### src/rtl/cac_pkg.sv
`default_nettype none
package cac_pkg;

  localparam int unsigned CoordW  = 16;
  localparam int unsigned CanvasW = 13;
  localparam int unsigned ChanW   = 8;
  localparam int unsigned RemW    = 25;
  localparam int unsigned DivW    = 17;
  localparam int unsigned QSteps  = 8;
  localparam int unsigned Lanes   = 4;
  localparam int unsigned AlphaLane = 3;

  localparam logic [1:0] ModeReplace    = 2'd0;
  localparam logic [1:0] ModeOverlay    = 2'd1;
  localparam logic [1:0] ModeErase      = 2'd2;
  localparam logic [1:0] ModeComplement = 2'd3;

  localparam logic [7:0] RegCanvasWidth  = 8'd0;
  localparam logic [7:0] RegCanvasHeight = 8'd1;

  localparam logic [CanvasW-1:0] WidthReset  = 13'd800;
  localparam logic [CanvasW-1:0] HeightReset = 13'd480;

  typedef struct packed {
    logic [CoordW-1:0] pixel_x;
    logic [CoordW-1:0] pixel_y;
    logic [ChanW-1:0]  src_red;
    logic [ChanW-1:0]  src_green;
    logic [ChanW-1:0]  src_blue;
    logic [1:0]        write_mode;
    logic [ChanW-1:0]  coverage;
    logic [ChanW-1:0]  dst_red;
    logic [ChanW-1:0]  dst_green;
    logic [ChanW-1:0]  dst_blue;
    logic [ChanW-1:0]  dst_alpha;
  } pix_t;

  // Carried alongside the divider lanes.
  typedef struct packed {
    logic             off;
    logic             erase;
    logic [ChanW-1:0] dst_red;
    logic [ChanW-1:0] dst_green;
    logic [ChanW-1:0] dst_blue;
    logic [ChanW-1:0] dst_alpha;
  } side_t;

  typedef struct packed {
    logic [RemW-1:0]  rem;
    logic [DivW-1:0]  div;
    logic [ChanW-1:0] quo;
  } lane_t;

  typedef lane_t [Lanes-1:0] lanes_t;

endpackage
`default_nettype wire

### src/rtl/cac_if.sv
`default_nettype none
interface cac_pix_in_if;
  logic        valid;
  logic        ready;
  logic [15:0] pixel_x;
  logic [15:0] pixel_y;
  logic [7:0]  src_red;
  logic [7:0]  src_green;
  logic [7:0]  src_blue;
  logic [1:0]  write_mode;
  logic [7:0]  coverage;
  logic [7:0]  dst_red;
  logic [7:0]  dst_green;
  logic [7:0]  dst_blue;
  logic [7:0]  dst_alpha;
  modport source (output valid, pixel_x, pixel_y, src_red, src_green, src_blue, write_mode,
                  coverage, dst_red, dst_green, dst_blue, dst_alpha, input ready);
  modport sink (input valid, pixel_x, pixel_y, src_red, src_green, src_blue, write_mode,
                coverage, dst_red, dst_green, dst_blue, dst_alpha, output ready);
endinterface

interface cac_pix_out_if;
  logic       valid;
  logic       ready;
  logic       write_enable;
  logic [7:0] out_red;
  logic [7:0] out_green;
  logic [7:0] out_blue;
  logic [7:0] out_alpha;
  modport source (output valid, write_enable, out_red, out_green, out_blue, out_alpha,
                  input ready);
  modport sink (input valid, write_enable, out_red, out_green, out_blue, out_alpha,
                output ready);
endinterface

interface cac_cfg_if;
  logic        valid;
  logic        ready;
  logic [7:0]  index;
  logic [12:0] data;
  modport source (output valid, index, data, input ready);
  modport sink (input valid, index, data, output ready);
endinterface
`default_nettype wire

### src/rtl/cac_front.sv
`default_nettype none
module cac_front (
  input  wire logic                          clk_i,
  input  wire logic                          rst_ni,
  input  wire logic                          en_i,
  input  wire logic                          valid_i,
  input  wire cac_pkg::pix_t                 pix_i,
  input  wire logic [cac_pkg::CanvasW-1:0]   width_i,
  input  wire logic [cac_pkg::CanvasW-1:0]   height_i,
  output logic                               valid_o,
  output cac_pkg::lanes_t                    lanes_o,
  output cac_pkg::side_t                     side_o
);

  // Stage one: products of 8-bit values and the skip decision.
  logic               v1_q;
  cac_pkg::side_t     side1_q, side1_d;
  logic [15:0]        a_q [3];
  logic [15:0]        b_q [3];
  logic [15:0]        cov255_q;
  logic [15:0]        dainv_q;
  logic [7:0]         inv_q;
  logic [7:0]         src [3];
  logic [7:0]         dst [3];
  logic [7:0]         inv;

  always_comb begin
    dst[0] = pix_i.dst_red;
    dst[1] = pix_i.dst_green;
    dst[2] = pix_i.dst_blue;
    if (pix_i.write_mode == cac_pkg::ModeComplement) begin
      src[0] = ~pix_i.dst_red;
      src[1] = ~pix_i.dst_green;
      src[2] = ~pix_i.dst_blue;
    end else begin
      src[0] = pix_i.src_red;
      src[1] = pix_i.src_green;
      src[2] = pix_i.src_blue;
    end
    inv = ~pix_i.coverage;
    side1_d.off = pix_i.pixel_x[15] || pix_i.pixel_y[15] ||
                  (pix_i.pixel_x >= {3'b000, width_i}) ||
                  (pix_i.pixel_y >= {3'b000, height_i}) ||
                  (pix_i.coverage == 8'd0);
    side1_d.erase     = (pix_i.write_mode == cac_pkg::ModeErase);
    side1_d.dst_red   = pix_i.dst_red;
    side1_d.dst_green = pix_i.dst_green;
    side1_d.dst_blue  = pix_i.dst_blue;
    side1_d.dst_alpha = pix_i.dst_alpha;
  end

  always_ff @(posedge clk_i or negedge rst_ni) begin
    if (!rst_ni) begin
      v1_q <= 1'b0;
    end else if (en_i) begin
      v1_q <= valid_i;
    end
  end

  always_ff @(posedge clk_i) begin
    if (en_i) begin
      side1_q  <= side1_d;
      for (int k = 0; k < 3; k++) begin
        a_q[k] <= src[k] * pix_i.coverage;
        b_q[k] <= dst[k] * pix_i.dst_alpha;
      end
      cov255_q <= {pix_i.coverage, 8'd0} - {8'd0, pix_i.coverage};
      dainv_q  <= pix_i.dst_alpha * inv;
      inv_q    <= inv;
    end
  end

  // Stage two: numerators and denominator, set up as divider lanes.
  logic [15:0]     den;
  logic [24:0]     num [3];
  cac_pkg::lanes_t lanes_d;

  always_comb begin
    den = cov255_q + dainv_q;
    for (int k = 0; k < 3; k++) begin
      num[k] = ({1'b0, a_q[k], 8'd0} - {9'd0, a_q[k]}) +
               {1'b0, (24'(b_q[k]) * 24'(inv_q))};
      lanes_d[k].rem = {num[k][23:0], 1'b0} + {9'd0, den};
      lanes_d[k].div = {den, 1'b0};
      lanes_d[k].quo = '0;
    end
    if (side1_q.erase) begin
      lanes_d[cac_pkg::AlphaLane].rem = {9'd0, dainv_q};
      lanes_d[cac_pkg::AlphaLane].div = 17'd255;
    end else begin
      lanes_d[cac_pkg::AlphaLane].rem = {8'd0, den, 1'b0} + 25'd255;
      lanes_d[cac_pkg::AlphaLane].div = 17'd510;
    end
    lanes_d[cac_pkg::AlphaLane].quo = '0;
  end

  always_ff @(posedge clk_i or negedge rst_ni) begin
    if (!rst_ni) begin
      valid_o <= 1'b0;
    end else if (en_i) begin
      valid_o <= v1_q;
    end
  end

  always_ff @(posedge clk_i) begin
    if (en_i) begin
      lanes_o <= lanes_d;
      side_o  <= side1_q;
    end
  end

endmodule
`default_nettype wire

### src/rtl/cac_div_pipe.sv
`default_nettype none
module cac_div_pipe (
  input  wire logic               clk_i,
  input  wire logic               rst_ni,
  input  wire logic               en_i,
  input  wire logic               valid_i,
  input  wire cac_pkg::lanes_t    lanes_i,
  input  wire cac_pkg::side_t     side_i,
  output logic                    valid_o,
  output cac_pkg::lanes_t         lanes_o,
  output cac_pkg::side_t          side_o
);

  logic            v_q    [cac_pkg::QSteps+1];
  cac_pkg::lanes_t lane_q [cac_pkg::QSteps+1];
  cac_pkg::side_t  side_q [cac_pkg::QSteps+1];

  always_comb begin
    v_q[0]    = valid_i;
    lane_q[0] = lanes_i;
    side_q[0] = side_i;
  end

  // One quotient bit per stage, most significant first.
  for (genvar s = 0; s < cac_pkg::QSteps; s++) begin : g_step
    localparam int unsigned Sh = cac_pkg::QSteps - 1 - s;
    cac_pkg::lanes_t nxt_d;

    always_comb begin
      logic [cac_pkg::RemW-1:0] trial;
      for (int l = 0; l < cac_pkg::Lanes; l++) begin
        trial = {{(cac_pkg::RemW-cac_pkg::DivW){1'b0}}, lane_q[s][l].div} << Sh;
        nxt_d[l].div = lane_q[s][l].div;
        if (lane_q[s][l].rem >= trial) begin
          nxt_d[l].rem = lane_q[s][l].rem - trial;
          nxt_d[l].quo = {lane_q[s][l].quo[cac_pkg::ChanW-2:0], 1'b1};
        end else begin
          nxt_d[l].rem = lane_q[s][l].rem;
          nxt_d[l].quo = {lane_q[s][l].quo[cac_pkg::ChanW-2:0], 1'b0};
        end
      end
    end

    always_ff @(posedge clk_i or negedge rst_ni) begin
      if (!rst_ni) begin
        v_q[s+1] <= 1'b0;
      end else if (en_i) begin
        v_q[s+1] <= v_q[s];
      end
    end

    always_ff @(posedge clk_i) begin
      if (en_i) begin
        lane_q[s+1] <= nxt_d;
        side_q[s+1] <= side_q[s];
      end
    end
  end

  assign valid_o = v_q[cac_pkg::QSteps];
  assign lanes_o = lane_q[cac_pkg::QSteps];
  assign side_o  = side_q[cac_pkg::QSteps];

endmodule
`default_nettype wire

### src/rtl/coverage_alpha_compositor.sv
// Throughput: one pixel per clock while the output is not stalled; two
// front stages of 8-bit products and sums feed eight restoring-division
// stages, one quotient bit each.
// A stall on the output freezes every stage at once; ready is combinational.
// Reset (rst_ni low, asynchronous) empties the pipeline and sets the canvas
// to 800 x 480.
`default_nettype none
module coverage_alpha_compositor (
  input  wire logic     clk_i,
  input  wire logic     rst_ni,
  cac_pix_in_if.sink    pix_in_i,
  cac_pix_out_if.source pix_out_o,
  cac_cfg_if.sink       cfg_i
);

  // Canvas registers; writes are taken at any time.
  logic [cac_pkg::CanvasW-1:0] width_q;
  logic [cac_pkg::CanvasW-1:0] height_q;

  assign cfg_i.ready = 1'b1;

  always_ff @(posedge clk_i or negedge rst_ni) begin
    if (!rst_ni) begin
      width_q  <= cac_pkg::WidthReset;
      height_q <= cac_pkg::HeightReset;
    end else if (cfg_i.valid) begin
      unique case (cfg_i.index)
        cac_pkg::RegCanvasWidth:  width_q  <= cfg_i.data;
        cac_pkg::RegCanvasHeight: height_q <= cfg_i.data;
        default: ;  // drop writes beyond the register list
      endcase
    end
  end

  // Advance the whole pipeline unless the output holds a beat not yet taken.
  logic en;
  logic out_valid;
  assign en             = !out_valid || pix_out_o.ready;
  assign pix_in_i.ready = en;

  cac_pkg::pix_t pix;
  always_comb begin
    pix.pixel_x    = pix_in_i.pixel_x;
    pix.pixel_y    = pix_in_i.pixel_y;
    pix.src_red    = pix_in_i.src_red;
    pix.src_green  = pix_in_i.src_green;
    pix.src_blue   = pix_in_i.src_blue;
    pix.write_mode = pix_in_i.write_mode;
    pix.coverage   = pix_in_i.coverage;
    pix.dst_red    = pix_in_i.dst_red;
    pix.dst_green  = pix_in_i.dst_green;
    pix.dst_blue   = pix_in_i.dst_blue;
    pix.dst_alpha  = pix_in_i.dst_alpha;
  end

  logic            front_valid;
  cac_pkg::lanes_t front_lanes;
  cac_pkg::side_t  front_side;

  cac_front u_front (
    .clk_i    (clk_i),
    .rst_ni   (rst_ni),
    .en_i     (en),
    .valid_i  (pix_in_i.valid),
    .pix_i    (pix),
    .width_i  (width_q),
    .height_i (height_q),
    .valid_o  (front_valid),
    .lanes_o  (front_lanes),
    .side_o   (front_side)
  );

  // The last division stage is the output register.
  cac_pkg::lanes_t div_lanes;
  cac_pkg::side_t  div_side;

  cac_div_pipe u_div (
    .clk_i   (clk_i),
    .rst_ni  (rst_ni),
    .en_i    (en),
    .valid_i (front_valid),
    .lanes_i (front_lanes),
    .side_i  (front_side),
    .valid_o (out_valid),
    .lanes_o (div_lanes),
    .side_o  (div_side)
  );

  // Skipped pixels and erase keep the destination colour.
  logic keep_rgb;
  assign keep_rgb               = div_side.off || div_side.erase;
  assign pix_out_o.valid        = out_valid;
  assign pix_out_o.write_enable = !div_side.off;
  assign pix_out_o.out_red      = keep_rgb ? div_side.dst_red   : div_lanes[0].quo;
  assign pix_out_o.out_green    = keep_rgb ? div_side.dst_green : div_lanes[1].quo;
  assign pix_out_o.out_blue     = keep_rgb ? div_side.dst_blue  : div_lanes[2].quo;
  assign pix_out_o.out_alpha    = div_side.off ? div_side.dst_alpha
                                               : div_lanes[cac_pkg::AlphaLane].quo;

endmodule
`default_nettype wire

### src/flat_wrapper.sv
// flat-port wrapper written by rule: the top's interface ports become plain ports
module coverage_alpha_compositor_flat 
  (clk_i, rst_ni, pix_in_i_valid, pix_in_i_pixel_x, pix_in_i_pixel_y, pix_in_i_src_red, pix_in_i_src_green, pix_in_i_src_blue, pix_in_i_write_mode, pix_in_i_coverage, pix_in_i_dst_red, pix_in_i_dst_green, pix_in_i_dst_blue, pix_in_i_dst_alpha, pix_in_i_ready, pix_out_o_valid, pix_out_o_write_enable, pix_out_o_out_red, pix_out_o_out_green, pix_out_o_out_blue, pix_out_o_out_alpha, pix_out_o_ready, cfg_i_valid, cfg_i_index, cfg_i_data, cfg_i_ready);
  cac_pix_in_if pix_in_i_i ();
  cac_pix_out_if pix_out_o_i ();
  cac_cfg_if cfg_i_i ();
  input  wire logic clk_i;
  input  wire logic rst_ni;
  input wire logic [$bits(pix_in_i_i.valid)-1:0] pix_in_i_valid;
  input wire logic [$bits(pix_in_i_i.pixel_x)-1:0] pix_in_i_pixel_x;
  input wire logic [$bits(pix_in_i_i.pixel_y)-1:0] pix_in_i_pixel_y;
  input wire logic [$bits(pix_in_i_i.src_red)-1:0] pix_in_i_src_red;
  input wire logic [$bits(pix_in_i_i.src_green)-1:0] pix_in_i_src_green;
  input wire logic [$bits(pix_in_i_i.src_blue)-1:0] pix_in_i_src_blue;
  input wire logic [$bits(pix_in_i_i.write_mode)-1:0] pix_in_i_write_mode;
  input wire logic [$bits(pix_in_i_i.coverage)-1:0] pix_in_i_coverage;
  input wire logic [$bits(pix_in_i_i.dst_red)-1:0] pix_in_i_dst_red;
  input wire logic [$bits(pix_in_i_i.dst_green)-1:0] pix_in_i_dst_green;
  input wire logic [$bits(pix_in_i_i.dst_blue)-1:0] pix_in_i_dst_blue;
  input wire logic [$bits(pix_in_i_i.dst_alpha)-1:0] pix_in_i_dst_alpha;
  output wire logic [$bits(pix_in_i_i.ready)-1:0] pix_in_i_ready;
  output wire logic [$bits(pix_out_o_i.valid)-1:0] pix_out_o_valid;
  output wire logic [$bits(pix_out_o_i.write_enable)-1:0] pix_out_o_write_enable;
  output wire logic [$bits(pix_out_o_i.out_red)-1:0] pix_out_o_out_red;
  output wire logic [$bits(pix_out_o_i.out_green)-1:0] pix_out_o_out_green;
  output wire logic [$bits(pix_out_o_i.out_blue)-1:0] pix_out_o_out_blue;
  output wire logic [$bits(pix_out_o_i.out_alpha)-1:0] pix_out_o_out_alpha;
  input wire logic [$bits(pix_out_o_i.ready)-1:0] pix_out_o_ready;
  input wire logic [$bits(cfg_i_i.valid)-1:0] cfg_i_valid;
  input wire logic [$bits(cfg_i_i.index)-1:0] cfg_i_index;
  input wire logic [$bits(cfg_i_i.data)-1:0] cfg_i_data;
  output wire logic [$bits(cfg_i_i.ready)-1:0] cfg_i_ready;
  assign pix_in_i_i.valid = pix_in_i_valid;
  assign pix_in_i_i.pixel_x = pix_in_i_pixel_x;
  assign pix_in_i_i.pixel_y = pix_in_i_pixel_y;
  assign pix_in_i_i.src_red = pix_in_i_src_red;
  assign pix_in_i_i.src_green = pix_in_i_src_green;
  assign pix_in_i_i.src_blue = pix_in_i_src_blue;
  assign pix_in_i_i.write_mode = pix_in_i_write_mode;
  assign pix_in_i_i.coverage = pix_in_i_coverage;
  assign pix_in_i_i.dst_red = pix_in_i_dst_red;
  assign pix_in_i_i.dst_green = pix_in_i_dst_green;
  assign pix_in_i_i.dst_blue = pix_in_i_dst_blue;
  assign pix_in_i_i.dst_alpha = pix_in_i_dst_alpha;
  assign pix_in_i_ready = pix_in_i_i.ready;
  assign pix_out_o_valid = pix_out_o_i.valid;
  assign pix_out_o_write_enable = pix_out_o_i.write_enable;
  assign pix_out_o_out_red = pix_out_o_i.out_red;
  assign pix_out_o_out_green = pix_out_o_i.out_green;
  assign pix_out_o_out_blue = pix_out_o_i.out_blue;
  assign pix_out_o_out_alpha = pix_out_o_i.out_alpha;
  assign pix_out_o_i.ready = pix_out_o_ready;
  assign cfg_i_i.valid = cfg_i_valid;
  assign cfg_i_i.index = cfg_i_index;
  assign cfg_i_i.data = cfg_i_data;
  assign cfg_i_ready = cfg_i_i.ready;
  coverage_alpha_compositor u_core (.clk_i(clk_i), .rst_ni(rst_ni), .pix_in_i(pix_in_i_i), .pix_out_o(pix_out_o_i), .cfg_i(cfg_i_i));
endmodule
### config.mk
export PLATFORM = sky130hd
export DESIGN_NAME = coverage_alpha_compositor_flat
export DESIGN_NICKNAME = d
export VERILOG_FILES = /design/src/rtl/cac_pkg.sv /design/src/rtl/cac_if.sv /design/src/rtl/cac_front.sv /design/src/rtl/cac_div_pipe.sv /design/src/rtl/coverage_alpha_compositor.sv /design/src/flat_wrapper.sv
export SDC_FILE = /design/constraint.sdc
export NUM_CORES = 2
export LEC_CHECK = 0
export BUFFER_PORTS_ARGS = -buffer_cell sky130_fd_sc_hd__buf_4
export CAP_MARGIN = 20
export CELL_PAD_IN_SITES_DETAIL_PLACEMENT = 1
export CELL_PAD_IN_SITES_GLOBAL_PLACEMENT = 2
export CORE_MARGIN = 2
export CORE_UTILIZATION = 45
export CTS_CLUSTER_DIAMETER = 50
export DETAILED_ROUTE_END_ITERATION = 10
export PLACE_DENSITY_LB_ADDON = 0.1
export SYNTH_ARGS = -nofsm -noshare
export SYNTH_HDL_FRONTEND = slang
export SYNTH_HIERARCHICAL = 1
export SYNTH_SLANG_ARGS = --single-unit
### constraint.sdc
create_clock -name clk_i -period 72.7 [get_ports clk_i]
set_input_delay 7.27 -clock clk_i [delete_from_list [all_inputs] [get_ports clk_i]]
set_output_delay 7.27 -clock clk_i [all_outputs]
set_load 0.01 [all_outputs]
==> results.yml <==
status:
  outcome: "completed"
clock_network:
  clockBufferDepth: 4
  clk_pin_slew_ps: 60
  clkLatencyLatePin_ps: 880
  numCtsBuffers: 274
  cts_max_level: 5
  cts_tree: "done"
  cts_setup_buffers: 0
  cts_root_buffer: "clkbuf_16"
  cts_resized: 0
  hold_buffers: 0
  cts_sinks: 1939
finish:
  fillers: 29820
  final_area_mm2: 0.1411
  final-seq-area_mm2: 0.05805
  layout-drive-gt1-share_pct: 8.243
  multi_input_area_mm2: 0.06160
  area_delta_synth_final_pct: 10.93
  nets: 13390
synth:
  netlist_instances: 11420
  syn_area_mm2: 0.1272
  avgSynthCellArea_um2: 11.14
  synth_warnings: 6
flow_run:
  max-cap-violations: 0
sta:
  tightest_slew_ps: 1121
  fmax_ghz: 0.06587
  finalSetupTns_ps: 0
  hold_violations: 0
  setup_viol: 0
  rsz0062_at_grt: "false"
  skew_ps: 44.34
  final_max_slew_viol_count: 0
  period_share_pct: 20.88
  slew_headroom_pct: 24.45
  period_needed_ps: 15180
  whs_ps: 403.9
global_routing:
  overflow: 0
  grt_pass1_vias: 88220
  grt_max_degree: 173
  grtUsageMet2_pct: 36.05
  grtUsageMet1_pct: 29.06
  antenna_found_initial: 14
  track_usage_pct: 21.42
  use_met3_pct: 2.130
  grt_pass1_wl_mm: 491.0
  grt_most_used_layer: "met2"
critical_path:
  crit_fanout: 6
  worstPathArrival_ps: 7910
  cp.required_ps: 65430
  cp-end-kind: "primary output"
  cp-start-kind: "input port"
  ff2ff_path_depth: 22
  critPathKind: "in -> out"
die:
  dieHeight_um: 535.6
  core_area_mm2: 0.2818
  die_x_um: 535.6
  start_util_pct: 45.13
  rows: 195
  die_area_mm2: 0.2869
  ioPinCount: 160
route:
  vias: 81970
  drtAntennaViolNets: 0
  drc: 0
  dr.pass1.iters: 7
  post_drt_wl_per_cell_um: 19.83
  vias_per_cell: 5.271
  drt-total-wl_mm: 308.4
  drt_iter0_drc: 3826
place:
  place_hpwl_mm: 240.3
  placed_area_mm2: 0.1319
  gp_congestion: 0.8631
  port_buffers: 158
hold_path:
  hold_depth: 0
  hold_class: "reg -> reg"
## per-layer routing
metal / vias to the layer above / part of all wire, %
li1: 39860 / -
met1: 40700 / 47
met2: 986 / 47
met3: 426 / 2.5
met4: 0 / 3.1
met5: - / 0
## cell usage in the layout, fill, tap and decap left out, types with 256 or more instances in the layout
cell       instances
edfxtp_1        1903
inv_1           1516
ha_1            1055
nand2_1         1036
fa_1             623
a21oi_1          566
nor2_1           550
o21ai_0          548
xnor2_1          423
and2_1           419
clkbuf_16        281
xor2_1           256
## stage by stage
step	setup slack [ps]	instances	utilization [%]
detailed placement	57490	15050	46.82
finish	57520	15550	50.07
floorplan	12840	11440	-
global placement	57490	15050	46.80
CTS	57490	15540	50.02
global route	57530	15550	50.07
## final timing paths
check,start,endpoint,slack (ps)
setup / recovery,pix_out_o_ready,pix_in_i_ready,57520
hold / removal,u_core/u_div/side_q[153],u_core/u_div/side_q[119],400
setup reg to reg,u_core/u_front/inv_q[1],u_core/u_front/lanes_o[48],65000
hold reg to reg,u_core/u_div/side_q[153],u_core/u_div/side_q[119],400
max in group asynchronous,rst_ni,u_core/width_q[5],65960
min in group asynchronous,rst_ni,u_core/width_q[3],6380
## flip-flops by register name, indices dropped and copies added (netlist names), 7 cells and up
name                          cells
u_core/u_div/lane_q             812
u_core/u_div/g_step.nxt_d       357
u_core/u_div/side_q             238
u_core/u_div/g_step.$5.trial    119
u_core/u_front/lanes_o          108
u_core/u_front/a_q               48
u_core/u_front/b_q               48
u_core/u_div/side_o              34
u_core/u_front/side1_q           34
u_core/u_front/side_o            33
u_core/u_div/lanes_o             32
u_core/u_front/cov255_q          16
u_core/u_front/dainv_q           16
u_core/height_q                  13
u_core/width_q                   13
u_core/u_front/inv_q              8
u_core/u_div/v_q                  7
## worst max-delay path: stages
cell      delay, ps
buf_4           110
nand2b_4        250
buf_4           240
## layout make-up
class                      count  area share [%]
antenna                        4        0.007094
clock buffer                 313           5.076
clock inverter               177           1.316
inverter                    1520           4.044
multi-input combinational   7606           43.66
sequential                  1939           41.15
tap                         3743           3.319
timing repair buffer         249           1.430
Power is left out: the tool's default activity adds up to more than one toggle a clock period on the data nets, which glitch-free logic cannot reach.
